$ cat src/hdl/multi_server_queue_event_step_core_assert.svh
// Assertion helpers for the queue event core.
`ifndef MULTI_SERVER_QUEUE_EVENT_STEP_CORE_ASSERT_SVH
`define MULTI_SERVER_QUEUE_EVENT_STEP_CORE_ASSERT_SVH

// same-cycle implication
`define MSQES_ASSERT_NOW(lbl, ante, cons, msg) \
    lbl: assert property (@(posedge clk) disable iff (!rst_n) (ante) |-> (cons)) \
        else $error(msg);

// next-cycle implication
`define MSQES_ASSERT_NEXT(lbl, ante, cons, msg) \
    lbl: assert property (@(posedge clk) disable iff (!rst_n) (ante) |=> (cons)) \
        else $error(msg);

`endif

$ cat src/hdl/msqes_pkg.sv
`timescale 1ns / 1ps
`default_nettype none

package msqes_pkg;

    localparam int N_SERVERS_DEF        = 8;
    localparam int QUEUE_COUNT_BITS_DEF = 16;
    localparam int TIME_BITS_DEF        = 32;

    localparam int TOTAL_W = 19;
    localparam int COUNT_W = 32;

    localparam logic OP_RESTART = 1'b0;
    localparam logic OP_EVENT   = 1'b1;

    localparam logic [1:0] KIND_ARRIVAL   = 2'd0;
    localparam logic [1:0] KIND_DEPARTURE = 2'd1;
    localparam logic [1:0] KIND_RESTART   = 2'd2;

    typedef struct packed {
        logic shift;
        logic clear;
    } ring_ctrl_t;

endpackage

`default_nettype wire

$ cat src/hdl/msqes_cell.sv
`timescale 1ns / 1ps
`default_nettype none

module msqes_cell
    import msqes_pkg::*;
#(
    parameter int QUEUE_COUNT_BITS = QUEUE_COUNT_BITS_DEF,
    parameter int TIME_BITS        = TIME_BITS_DEF
)
(
    input  wire logic                        clk,
    input  wire logic                        rst_n,
    input  wire ring_ctrl_t                  ctrl,
    input  wire logic [TIME_BITS-1:0]        in_timer,
    input  wire logic                        in_busy,
    input  wire logic [QUEUE_COUNT_BITS-1:0] in_qlen,
    output logic      [TIME_BITS-1:0]        out_timer,
    output logic                             out_busy,
    output logic      [QUEUE_COUNT_BITS-1:0] out_qlen
);

    logic [TIME_BITS-1:0]        timer_reg;
    logic                        busy_reg;
    logic [QUEUE_COUNT_BITS-1:0] qlen_reg;

    always_ff @(posedge clk or negedge rst_n)
    begin
        if (!rst_n)
        begin
            timer_reg <= '0;
            busy_reg  <= 1'b0;
            qlen_reg  <= '0;
        end
        else if (ctrl.clear)
        begin
            timer_reg <= '0;
            busy_reg  <= 1'b0;
            qlen_reg  <= '0;
        end
        else if (ctrl.shift)
        begin
            timer_reg <= in_timer;
            busy_reg  <= in_busy;
            qlen_reg  <= in_qlen;
        end
    end

    assign out_timer = timer_reg;
    assign out_busy  = busy_reg;
    assign out_qlen  = qlen_reg;

endmodule

`default_nettype wire

$ cat src/hdl/multi_server_queue_event_step_core.sv
`timescale 1ns / 1ps
`default_nettype none
// Channel   | Handshake            | Words
// ----------+----------------------+---------------------------------------------
// command   | start / busy         | op, arrival_interval, service_time,
//           |                      | random_server
// config    | cfg_wr_en            | cfg_wr_data (dispatch_mode)
// result    | done (1-cycle pulse) | event_kind, server_id, elapsed_step,
//           |                      | sim_time, server_queue_length, total_waiting,
//           |                      | arrivals_total, departures_total, queue_overflow
//
// Restart: result strobed on the next cycle.
// Event: the server ring rotates once past the head cell
// to find the minimum timer and shortest queue, once more to apply the event.
// Result registered and strobed on done the cycle after; a new word may start then.
// Async active-low reset: all servers idle, counters, time and timers zero.
// The receiver cannot stall; results are held until the next one.

module multi_server_queue_event_step_core
    import msqes_pkg::*;
#(
    parameter int N_SERVERS        = N_SERVERS_DEF,
    parameter int QUEUE_COUNT_BITS = QUEUE_COUNT_BITS_DEF,
    parameter int TIME_BITS        = TIME_BITS_DEF
)
(
    input  wire logic                clk,
    input  wire logic                rst_n,
    input  wire logic                start,
    output logic                     busy,
    input  wire logic                op,
    input  wire logic [31:0]         arrival_interval,
    input  wire logic [31:0]         service_time,
    input  wire logic [2:0]          random_server,
    input  wire logic                cfg_wr_en,
    input  wire logic                cfg_wr_data,
    output logic                     done,
    output logic [1:0]               event_kind,
    output logic [2:0]               server_id,
    output logic [31:0]              elapsed_step,
    output logic [63:0]              sim_time,
    output logic [15:0]              server_queue_length,
    output logic [TOTAL_W-1:0]       total_waiting,
    output logic [COUNT_W-1:0]       arrivals_total,
    output logic [COUNT_W-1:0]       departures_total,
    output logic                     queue_overflow
);

    localparam int IDX_W = (N_SERVERS > 1) ? $clog2(N_SERVERS) : 1;
    localparam int QCB   = QUEUE_COUNT_BITS;
    localparam int TB    = TIME_BITS;

    typedef enum logic [3:0] {
        S_IDLE  = 4'b0001,
        S_SCAN  = 4'b0010,
        S_APPLY = 4'b0100,
        S_FIN   = 4'b1000
    } state_t;

    // ring
    logic [TB-1:0]  cell_timer [N_SERVERS];
    logic           cell_busy  [N_SERVERS];
    logic [QCB-1:0] cell_qlen  [N_SERVERS];
    logic [TB-1:0]  fb_timer;
    logic           fb_busy;
    logic [QCB-1:0] fb_qlen;
    ring_ctrl_t     ring_ctrl;

    logic [TB-1:0]  head_timer;
    logic           head_busy;
    logic [QCB-1:0] head_qlen;

    generate
        for (genvar i = 0; i < N_SERVERS; i++)
        begin : g_cell
            logic [TB-1:0]  in_timer;
            logic           in_busy;
            logic [QCB-1:0] in_qlen;

            if (i == N_SERVERS - 1)
            begin : g_tail
                assign in_timer = fb_timer;
                assign in_busy  = fb_busy;
                assign in_qlen  = fb_qlen;
            end
            else
            begin : g_link
                assign in_timer = cell_timer[i+1];
                assign in_busy  = cell_busy[i+1];
                assign in_qlen  = cell_qlen[i+1];
            end

            msqes_cell #(
                .QUEUE_COUNT_BITS (QCB),
                .TIME_BITS        (TB)
            ) u_cell (
                .clk       (clk),
                .rst_n     (rst_n),
                .ctrl      (ring_ctrl),
                .in_timer  (in_timer),
                .in_busy   (in_busy),
                .in_qlen   (in_qlen),
                .out_timer (cell_timer[i]),
                .out_busy  (cell_busy[i]),
                .out_qlen  (cell_qlen[i])
            );
        end
    endgenerate

    assign head_timer = cell_timer[0];
    assign head_busy  = cell_busy[0];
    assign head_qlen  = cell_qlen[0];

    // control and run state
    state_t             state_reg,     state_next;
    logic [IDX_W-1:0]   cnt_reg,       cnt_next;
    logic               mode_reg;
    logic [TB-1:0]      arr_timer_reg, arr_timer_next;
    logic [63:0]        time_now_reg,  time_now_next;
    logic [COUNT_W-1:0] arr_cnt_reg,   arr_cnt_next;
    logic [COUNT_W-1:0] dep_cnt_reg,   dep_cnt_next;
    logic [TB-1:0]      a_int_reg,     a_int_next;
    logic [TB-1:0]      s_time_reg,    s_time_next;
    logic [2:0]         rnd_reg,       rnd_next;
    logic [TB-1:0]      min_reg,       min_next;
    logic [QCB-1:0]     best_q_reg,    best_q_next;
    logic [IDX_W-1:0]   best_idx_reg,  best_idx_next;
    logic [TOTAL_W-1:0] sum_reg,       sum_next;
    logic               dep_found_reg, dep_found_next;
    logic [IDX_W-1:0]   res_idx_reg,   res_idx_next;
    logic [QCB-1:0]     res_q_reg,     res_q_next;
    logic               ovf_reg,       ovf_next;

    // result words
    logic               done_reg,      done_next;
    logic [1:0]         kind_reg,      kind_next;
    logic [2:0]         sidx_reg,      sidx_next;
    logic [31:0]        elapsed_reg,   elapsed_next;
    logic [63:0]        simt_reg,      simt_next;
    logic [15:0]        sqlen_reg,     sqlen_next;
    logic [TOTAL_W-1:0] total_reg,     total_next;
    logic [COUNT_W-1:0] arr_out_reg,   arr_out_next;
    logic [COUNT_W-1:0] dep_out_reg,   dep_out_next;
    logic               qovf_reg,      qovf_next;

    logic               last_pos;
    logic               arr_hit;
    logic [6:0]         rnd_mod;
    logic [IDX_W-1:0]   target;
    logic [64:0]        time_sum;
    logic [63:0]        time_sat;
    logic [QCB-1:0]     q_dec;

    assign last_pos = (cnt_reg == IDX_W'(N_SERVERS - 1));
    assign arr_hit  = (arr_timer_reg == min_reg);
    assign time_sum = {1'b0, time_now_reg} + 65'(min_reg);
    assign time_sat = time_sum[64] ? '1 : time_sum[63:0];
    assign q_dec    = (head_qlen == '0) ? '0 : head_qlen - 1'b1;
    assign target   = mode_reg ? best_idx_reg : IDX_W'(rnd_mod);

    always_comb
    begin
        rnd_mod = {4'b0, rnd_reg};
        for (int k = 0; k < 7; k++)
        begin
            if (rnd_mod >= 7'(N_SERVERS))
            begin
                rnd_mod = rnd_mod - 7'(N_SERVERS);
            end
        end
    end

    always_comb
    begin
        state_next     = state_reg;
        cnt_next       = cnt_reg;
        arr_timer_next = arr_timer_reg;
        time_now_next  = time_now_reg;
        arr_cnt_next   = arr_cnt_reg;
        dep_cnt_next   = dep_cnt_reg;
        a_int_next     = a_int_reg;
        s_time_next    = s_time_reg;
        rnd_next       = rnd_reg;
        min_next       = min_reg;
        best_q_next    = best_q_reg;
        best_idx_next  = best_idx_reg;
        sum_next       = sum_reg;
        dep_found_next = dep_found_reg;
        res_idx_next   = res_idx_reg;
        res_q_next     = res_q_reg;
        ovf_next       = ovf_reg;
        done_next      = 1'b0;
        kind_next      = kind_reg;
        sidx_next      = sidx_reg;
        elapsed_next   = elapsed_reg;
        simt_next      = simt_reg;
        sqlen_next     = sqlen_reg;
        total_next     = total_reg;
        arr_out_next   = arr_out_reg;
        dep_out_next   = dep_out_reg;
        qovf_next      = qovf_reg;
        ring_ctrl      = '0;
        fb_timer       = head_timer;
        fb_busy        = head_busy;
        fb_qlen        = head_qlen;

        unique case (state_reg)
            S_IDLE:
            begin
                if (start)
                begin
                    if (op == OP_RESTART)
                    begin
                        ring_ctrl.clear = 1'b1;
                        arr_timer_next  = TB'(arrival_interval);
                        time_now_next   = '0;
                        arr_cnt_next    = '0;
                        dep_cnt_next    = '0;
                        kind_next       = KIND_RESTART;
                        sidx_next       = '0;
                        elapsed_next    = '0;
                        simt_next       = '0;
                        sqlen_next      = '0;
                        total_next      = '0;
                        arr_out_next    = '0;
                        dep_out_next    = '0;
                        qovf_next       = 1'b0;
                        done_next       = 1'b1;
                    end
                    else
                    begin
                        a_int_next  = TB'(arrival_interval);
                        s_time_next = TB'(service_time);
                        rnd_next    = random_server;
                        min_next    = arr_timer_reg;
                        sum_next    = '0;
                        cnt_next    = '0;
                        state_next  = S_SCAN;
                    end
                end
            end

            S_SCAN:
            begin
                ring_ctrl.shift = 1'b1;
                if (head_busy && (head_timer < min_reg))
                begin
                    min_next = head_timer;
                end
                if ((cnt_reg == '0) || (head_qlen < best_q_reg))
                begin
                    best_q_next   = head_qlen;
                    best_idx_next = cnt_reg;
                end
                sum_next = sum_reg + TOTAL_W'(head_qlen);
                if (last_pos)
                begin
                    cnt_next       = '0;
                    dep_found_next = 1'b0;
                    res_idx_next   = '0;
                    res_q_next     = '0;
                    ovf_next       = 1'b0;
                    state_next     = S_APPLY;
                end
                else
                begin
                    cnt_next = cnt_reg + 1'b1;
                end
            end

            S_APPLY:
            begin
                ring_ctrl.shift = 1'b1;
                fb_timer = head_busy ? head_timer - min_reg : head_timer;
                if (arr_hit)
                begin
                    if (cnt_reg == target)
                    begin
                        res_idx_next = cnt_reg;
                        if (head_qlen == '1)
                        begin
                            ovf_next   = 1'b1;
                            res_q_next = head_qlen;
                        end
                        else
                        begin
                            fb_qlen    = head_qlen + 1'b1;
                            res_q_next = head_qlen + 1'b1;
                            sum_next   = sum_reg + 1'b1;
                        end
                        if (!head_busy)
                        begin
                            fb_busy  = 1'b1;
                            fb_timer = s_time_reg;
                        end
                    end
                end
                else if (!dep_found_reg && head_busy && (head_timer == min_reg))
                begin
                    dep_found_next = 1'b1;
                    res_idx_next   = cnt_reg;
                    res_q_next     = q_dec;
                    fb_qlen        = q_dec;
                    if (head_qlen != '0)
                    begin
                        sum_next = sum_reg - 1'b1;
                    end
                    if (q_dec == '0)
                    begin
                        fb_busy  = 1'b0;
                        fb_timer = '0;
                    end
                    else
                    begin
                        fb_timer = s_time_reg;
                    end
                end
                if (last_pos)
                begin
                    cnt_next   = '0;
                    state_next = S_FIN;
                end
                else
                begin
                    cnt_next = cnt_reg + 1'b1;
                end
            end

            S_FIN:
            begin
                time_now_next = time_sat;
                if (arr_hit)
                begin
                    arr_timer_next = a_int_reg;
                    if (arr_cnt_reg != '1)
                    begin
                        arr_cnt_next = arr_cnt_reg + 1'b1;
                    end
                    kind_next = KIND_ARRIVAL;
                end
                else
                begin
                    arr_timer_next = arr_timer_reg - min_reg;
                    if (dep_cnt_reg != '1)
                    begin
                        dep_cnt_next = dep_cnt_reg + 1'b1;
                    end
                    kind_next = KIND_DEPARTURE;
                end
                sidx_next    = 3'(res_idx_reg);
                elapsed_next = 32'(min_reg);
                simt_next    = time_sat;
                sqlen_next   = 16'(res_q_reg);
                total_next   = sum_reg;
                arr_out_next = arr_cnt_next;
                dep_out_next = dep_cnt_next;
                qovf_next    = ovf_reg;
                done_next    = 1'b1;
                state_next   = S_IDLE;
            end

            default:
            begin
                state_next = S_IDLE;
            end
        endcase
    end

    always_ff @(posedge clk or negedge rst_n)
    begin
        if (!rst_n)
        begin
            state_reg     <= S_IDLE;
            cnt_reg       <= '0;
            mode_reg      <= 1'b0;
            arr_timer_reg <= '0;
            time_now_reg  <= '0;
            arr_cnt_reg   <= '0;
            dep_cnt_reg   <= '0;
            a_int_reg     <= '0;
            s_time_reg    <= '0;
            rnd_reg       <= '0;
            min_reg       <= '0;
            best_q_reg    <= '0;
            best_idx_reg  <= '0;
            sum_reg       <= '0;
            dep_found_reg <= 1'b0;
            res_idx_reg   <= '0;
            res_q_reg     <= '0;
            ovf_reg       <= 1'b0;
            done_reg      <= 1'b0;
            kind_reg      <= '0;
            sidx_reg      <= '0;
            elapsed_reg   <= '0;
            simt_reg      <= '0;
            sqlen_reg     <= '0;
            total_reg     <= '0;
            arr_out_reg   <= '0;
            dep_out_reg   <= '0;
            qovf_reg      <= 1'b0;
        end
        else
        begin
            state_reg     <= state_next;
            cnt_reg       <= cnt_next;
            if (cfg_wr_en)
            begin
                mode_reg <= cfg_wr_data;
            end
            arr_timer_reg <= arr_timer_next;
            time_now_reg  <= time_now_next;
            arr_cnt_reg   <= arr_cnt_next;
            dep_cnt_reg   <= dep_cnt_next;
            a_int_reg     <= a_int_next;
            s_time_reg    <= s_time_next;
            rnd_reg       <= rnd_next;
            min_reg       <= min_next;
            best_q_reg    <= best_q_next;
            best_idx_reg  <= best_idx_next;
            sum_reg       <= sum_next;
            dep_found_reg <= dep_found_next;
            res_idx_reg   <= res_idx_next;
            res_q_reg     <= res_q_next;
            ovf_reg       <= ovf_next;
            done_reg      <= done_next;
            kind_reg      <= kind_next;
            sidx_reg      <= sidx_next;
            elapsed_reg   <= elapsed_next;
            simt_reg      <= simt_next;
            sqlen_reg     <= sqlen_next;
            total_reg     <= total_next;
            arr_out_reg   <= arr_out_next;
            dep_out_reg   <= dep_out_next;
            qovf_reg      <= qovf_next;
        end
    end

    assign busy                = (state_reg != S_IDLE);
    assign done                = done_reg;
    assign event_kind          = kind_reg;
    assign server_id           = sidx_reg;
    assign elapsed_step        = elapsed_reg;
    assign sim_time            = simt_reg;
    assign server_queue_length = sqlen_reg;
    assign total_waiting       = total_reg;
    assign arrivals_total      = arr_out_reg;
    assign departures_total    = dep_out_reg;
    assign queue_overflow      = qovf_reg;

`include "multi_server_queue_event_step_core_assert.svh"

    `MSQES_ASSERT_NOW(a_done_idle, done, !busy, "result strobed while busy")
    `MSQES_ASSERT_NEXT(a_start_moves, start && !busy, busy || done,
        "accepted command neither started nor finished")
    `MSQES_ASSERT_NOW(a_dep_no_ovf, done && (event_kind == KIND_DEPARTURE),
        !queue_overflow, "overflow flagged on departure")
    `MSQES_ASSERT_NOW(a_restart_zero, done && (event_kind == KIND_RESTART),
        (sim_time == '0) && (arrivals_total == '0) && (total_waiting == '0),
        "restart result not cleared")

endmodule

`default_nettype wire
$ cat config.mk
export PLATFORM = sky130hd
export DESIGN_NAME = multi_server_queue_event_step_core
export DESIGN_NICKNAME = d
export VERILOG_FILES = /design/src/hdl/msqes_pkg.sv /design/src/hdl/msqes_cell.sv /design/src/hdl/multi_server_queue_event_step_core.sv
export VERILOG_INCLUDE_DIRS = /design/src /design/src/hdl
export SDC_FILE = /design/constraint.sdc
export NUM_CORES = 2
export LEC_CHECK = 0
export BUFFER_PORTS_ARGS = -buffer_cell sky130_fd_sc_hd__buf_2
export CAP_MARGIN = 10
export CORE_MARGIN = 2
export CORE_UTILIZATION = 55
export CTS_BUF_LIST = sky130_fd_sc_hd__clkbuf_8
export DETAILED_ROUTE_END_ITERATION = 7
export PLACE_DENSITY = 0.85
export SLEW_MARGIN = 15
export SYNTH_ARGS = -nofsm -noshare
export SYNTH_HDL_FRONTEND = slang
export SYNTH_SLANG_ARGS = --single-unit
$ cat constraint.sdc
create_clock -name clk -period 5.5 [get_ports clk]
set_input_delay 1.1 -clock clk [delete_from_list [all_inputs] [get_ports clk]]
set_output_delay 1.1 -clock clk [all_outputs]
set_load 0.01 [all_outputs]
Word level (Yosys, flattened, before mapping):

Cells that the tools add are included.

* register bits: 792
* input bits: 73
* word-level logic and storage cells: 265

* add/sub/neg operators: 11
* order comparisons: 2
* equality and inequality tests: 31
* mux-type cells: 144
* reductions and logical operators: 28

Operators by type and width (number)
* 32-bit two-way mux: 35
* 16-bit two-way mux: 28
* 32-bit case mux with 2 select lines: 5
* 64-bit two-way mux: 3
* 19-bit two-way mux: 9
* 64-bit case mux with 2 select lines: 1
* 64-bit by 32-bit adder with 65-bit output: 1
* 32-bit by 1-bit adder with 32-bit output (second input constant): 2
* 32-bit == test: 2
* 32-bit != test (second input constant): 2
* 16-bit case mux with 2 select lines: 2
* 32-bit subtractor: 2
* 19-bit case mux with 3 select lines: 1
* 19-bit case mux with 2 select lines: 1
* 1-bit two-way mux: 34
* 16-bit zero test: 2
* 32-bit < comparator: 1
* 3-bit two-way mux: 10
* 2-bit != test (second input constant): 15
* 19-bit by 1-bit adder with 19-bit output (second input constant): 1
* 19-bit by 16-bit adder with 19-bit output: 1
* 19-bit by 1-bit subtractor with 19-bit output (second input constant): 1
* 3-bit case mux with 2 select lines: 3
* 16-bit by 1-bit adder with 16-bit output (second input constant): 1
* 30 further kinds: 53

Logic depth before layout (Yosys ltp):

* depth in word-level cells: 9
* depth in mapped cells: 22
* mapped depth without buffers: 18

By module:

A second synthesis with hierarchy kept.

* cells, all modules: 4263
* area, all modules: 41209.5 um^2

Modules (own cells, without submodules)
* multi_server_queue_event_step_core: instances 1, cells an instance 2999, area each 25294.3 um^2
* msqes_cell: instances 8, cells an instance 158, area each 1989.4 um^2

Worst setup path before layout:

Ideal clock, no wire load.

* path type: register to register
* start point: register min_reg[24]
* end point: register sum_reg[17]
* arrival: 4.757 ns
* required time: 5.405 ns
* slack: 0.647 ns
* cell stages (with the launch flop): 21
* path buffers: 2
* period minus slack after synthesis: 4.853 ns
* cell sequence: dfrtp_1 inv_1 ha_1 nand4_1 nor3_1 nand4_1 nor2_1 clkbuf_1 buf_1 a21oi_1 ha_1 a21o_1 a21oi_1 o21ai_0 a221o_1 a211oi_1 nor3_1 o31a_1 o41a_1 xnor2_1 o31ai_1

* cells in the longest elaborated chain, start to end: 4
* elaborated cells on any way between the ends: 10
* classes of those cells: 6 x eq/ne; 2 x mux; 2 x reduce/logical

RTL lines
* start, declared: RTL line multi_server_queue_event_step_core.sv:125 `logic [TB-1:0] min_reg, min_next;`
* start signal, assigned: RTL line multi_server_queue_event_step_core.sv:417 `min_reg <= min_next;`
* 32-bit == test: RTL line multi_server_queue_event_step_core.sv:298 `else if (!dep_found_reg && head_busy && (head_timer == min_reg))`
* 1-bit logical AND: RTL line multi_server_queue_event_step_core.sv:298
* 3-bit != test (no line)
* 7-bit AND reduction (no line)
* end signal, assigned: RTL line multi_server_queue_event_step_core.sv:420 `sum_reg <= sum_next;`
* end, declared: RTL line multi_server_queue_event_step_core.sv:128 `logic [TOTAL_W-1:0] sum_reg, sum_next;`

Parallel ways exist; a longest one is shown, timed or not.
A chain may end at the register's enable or synchronous reset.

Worst setup path in the final report:

Same ends and word-level chain as after synthesis.

==> impl_results.md <==
* Final hold violations at 0
* DR vias at 34430
* Vias in the first global route at 32630
* Overflow after GRT at 0
* Synth Area per Inst at 9.986 um^2
* Prevailing post-synth register cell: dfrtp_1
* Combinational share of power at 24.8%
* Post-synthesis compound-gate area fraction at 21.51%
* Flops & latches, synth at 792
* Mux cell area share after synthesis at 4.944%
* GRT Overall Usage at 32.57%
* Clk buf depth at 3
* Sequential element share of the synthesized area at 49.23%
* DRT antenna net count at 0
* Arrival @ worst endpoint at 5760 ps
* Outcome: complete, no violations
* CP endpoint kind: flip-flop
* Flop pwr share at 41.9%
* Post-synthesis cell count at 4032
* Post-layout minimum cycle time at 5056 ps
* Final setup margin at 443.7 ps
* Antenna violations before repair at 13
* Clk sinks at 792
* Final HPWL from detailed placement at 84.36 mm
* Crit Path Class: reg2reg
* Synth area leaders: dfrtp_1 49%, a22o_1 7.7%, ha_1 4.2%
* Worst min-delay path class: in2async
* First-pass GRT wire length at 190.8 mm
* Clock Latency Late Sink at 820 ps
* Clock power share at 33.3%
* Port bufs at 275
* # hold bufs at CTS at 0
* Pre-CTS setup slack at 352.0 ps
* Max Cap Viol at 0
* Startpoint Class: flip-flop
* Max Slew Vio Count at 0
* Largest net degree at the start of global routing at 216
* Endpoints failing setup at 0
* Die Ht at 274.6 um
* Int Power at 10.14 mW
* Share of cells above drive strength 1 at 15.24%
* Layout Nets at 4473
* Max frequency at 197.8 MHz
* Switching share of power at 34.02%
* DR DRC count at 0
* Drt pass-1 iters at 6
* Critical Path Fanout Max at 13
* Chip Width at 274.6 um
* TritonCTS buffer count at 136
* Main combinational cell family by area after synthesis: compound AO/OA/AOI/OAI gates
* Pwr Total at 15.38 mW
* Total Wirelength at 123.4 mm
* P per Cell Area at 340.5 nW/um^2
* Initial DRC Count at 4604
* Post-Synth Simple-Gate Area at 12.96%
* Layout Cells excl Fill at 5320
* RSZ-0062 raised after global routing: false
* Req. time, crit path at 6200 ps
* # rows at 99
* Starting density of the core at 55.37%
* XOR/XNOR share of the synthesized area at 3.481%
* Synth area leader: dfrtp_1
* Setup TNS at 0 ps
* CTS tree: done
* Leakage power at 22.39 nW
* Post-Syn Area at 40260 um^2
* Most common cell in the synthesized netlist: dfrtp_1
* Total nets after synthesis at 4245
* Area grow syn2layout at 12.14%
* Synth Warn # at 0
* Largest register FFs at 256
* Post-synth EDFFs at 0
* Number of H-tree levels at 4
* Peak supply drop at 0.0002115 V
* Die Footprint at 75380 um^2
* Max_slew headroom at 19.96%
* Fill cell count at 5752
* Worst Skew at 51.02 ps
* Cell variety after synth at 84
* Root buf cell: clkbuf_8
* GPL Wtd Cong at 1.007
* WL/cell at 23.19 um
* Clock transition at the registers of the reported paths at 60 ps
* Net Sw Power at 5.230 mW
* Final period utilization at 91.93%
* Fraction of registers with async set or reset after synthesis at 100.0%
* Top-area cell type share of the netlist area at 49.16%
* Routed vias/inst at 6.471
* Adder-cell share of the synthesized area at 4.425%
* Placed cells at 5081
* Slew @ Worst Pin at 1170 ps
* Commonest cells post-synth: 791 x dfrtp_1, 444 x nand2_1, 354 x a22o_1, 276 x a21oi_1, 264 x nor2_1
* I/O Pins at 276
* Core area at 72710 um^2
[cells by family (layout without fill, tap and decap cells)]
family / Yosys count / count (layout)
AO/OA/AOI/OAI: 1258 / 1258
XOR/XNOR: 160 / 160
adder cells (fa/ha/maj): 140 / 140
buffers and inverters: 361 / 679
flip-flops: 792 / 792
multiplexers: 188 / 188
other: 0 / 11
AND/OR/NAND/NOR: 1133 / 1133
[through the flow]
step / instance area (um^2) / hold slack [ps] / utilization (%)
final: 45150 / 377.3 / 62.10
after floorplan: 40260 / 444.4 / -
after detailed placement: 42580 / 464.2 / 58.56
after global routing: 45150 / 423.1 / 62.10
after CTS: 45120 / 394.2 / 62.05
after global placement: 42580 / 457.6 / 58.56
[what timing repair did]
item	CTS	global route
resized for setup	0	1
hold endpoints to repair	0	0
buffers inserted	0	0
endpoints found under the setup margin	0	1
[power by group through the flow]
stage / registers, mW / clock network, mW / logic, mW
final: 6.44 / 5.12 / 3.82
after global routing: 6.47 / 5.45 / 4.15
after CTS: 6.42 / 5.18 / 3.71
after detailed placement: 6.52 / 0 / 3.67
after global placement: 6.49 / 0 / 3.63
after floorplan: 6.40 / 0 / 2.65
[worst max-delay path: stages (launching register included)]
cell      delay, ps
dfrtp_1         360
inv_1           100
ha_1            390
nand4_1         260
nor3_2          410
nand4_1         330
nor2_2          230
buf_4           220
nor2_1           70
ha_1            320
a21oi_1         240
o21ai_0         200
a221o_1         380
a211oi_1        340
nor3_1          120
o31a_1          320
o41a_1          330
xnor2_1         130
o31ai_1         210
[final cells by class]
| type | instances | area [um^2] | share of cell area (%) |
|---|---|---|---|
| tap | 959 | 1200 | 2.658 |
| inverter | 106 | 397.9 | 0.8812 |
| timing repair buffer | 345 | 2024 | 4.484 |
| clock inverter | 72 | 394.1 | 0.8729 |
| multi-input combinational | 2879 | 19140 | 42.39 |
| clock buffer | 156 | 2147 | 4.755 |
| sequential | 792 | 19820 | 43.90 |
| antenna | 11 | 27.53 | 0.06097 |
[cell usage in the layout, fill, tap and decap left out, types with 10 or more instances in the layout]
cell type / n
a211oi_1: 44
diode_2: 11
buf_4: 61
nand4_1: 52
clkinv_2: 12
o211ai_1: 17
mux2i_1: 101
a31oi_1: 54
ha_1: 136
mux2_2: 87
xnor2_1: 84
buf_2: 274
nand3_1: 119
nand2b_1: 19
a21oi_1: 276
o21bai_1: 17
o31ai_1: 27
nand2_1: 442
and3_1: 46
a311oi_1: 12
o21ai_0: 254
a22o_1: 354
and2_1: 23
nor4_1: 10
nor3_1: 60
a21o_1: 72
nor2_1: 261
inv_1: 152
nor2b_1: 20
or3_1: 18
clkbuf_8: 156
dfrtp_1: 790
and4_1: 14
o21a_1: 15
a22oi_1: 12
xor2_1: 76
a221oi_1: 10
or2_2: 10
[worst paths after layout]
kind / start / to / slack [ps] / cells past startpoint
setup / recovery: min_reg[24] / sum_reg[17] / 440 / 18
hold / removal: rst_n / s_time_reg[25] / 380 / 1
setup reg to reg: min_reg[24] / sum_reg[17] / 440 / 18
hold reg to reg: res_q_reg[12] / res_q_reg[12] / 480 / 1
max in group asynchronous: rst_n / best_q_reg[12] / 3850 / 2
min in group clk: res_q_reg[12] / res_q_reg[12] / 480 / 1
[layer usage]
layer / vias to the layer above / track usage (%) / wire, um
met2: 2023 / 45.23 / 52120
met3: 371 / 8.842 / 14100
met1: 16820 / 47.69 / 51790
met5: - / 0 / 34
li1: 15210 / - / -
met4: 4 / 14.32 / 5342
Power figures use the tool's default switching activity.
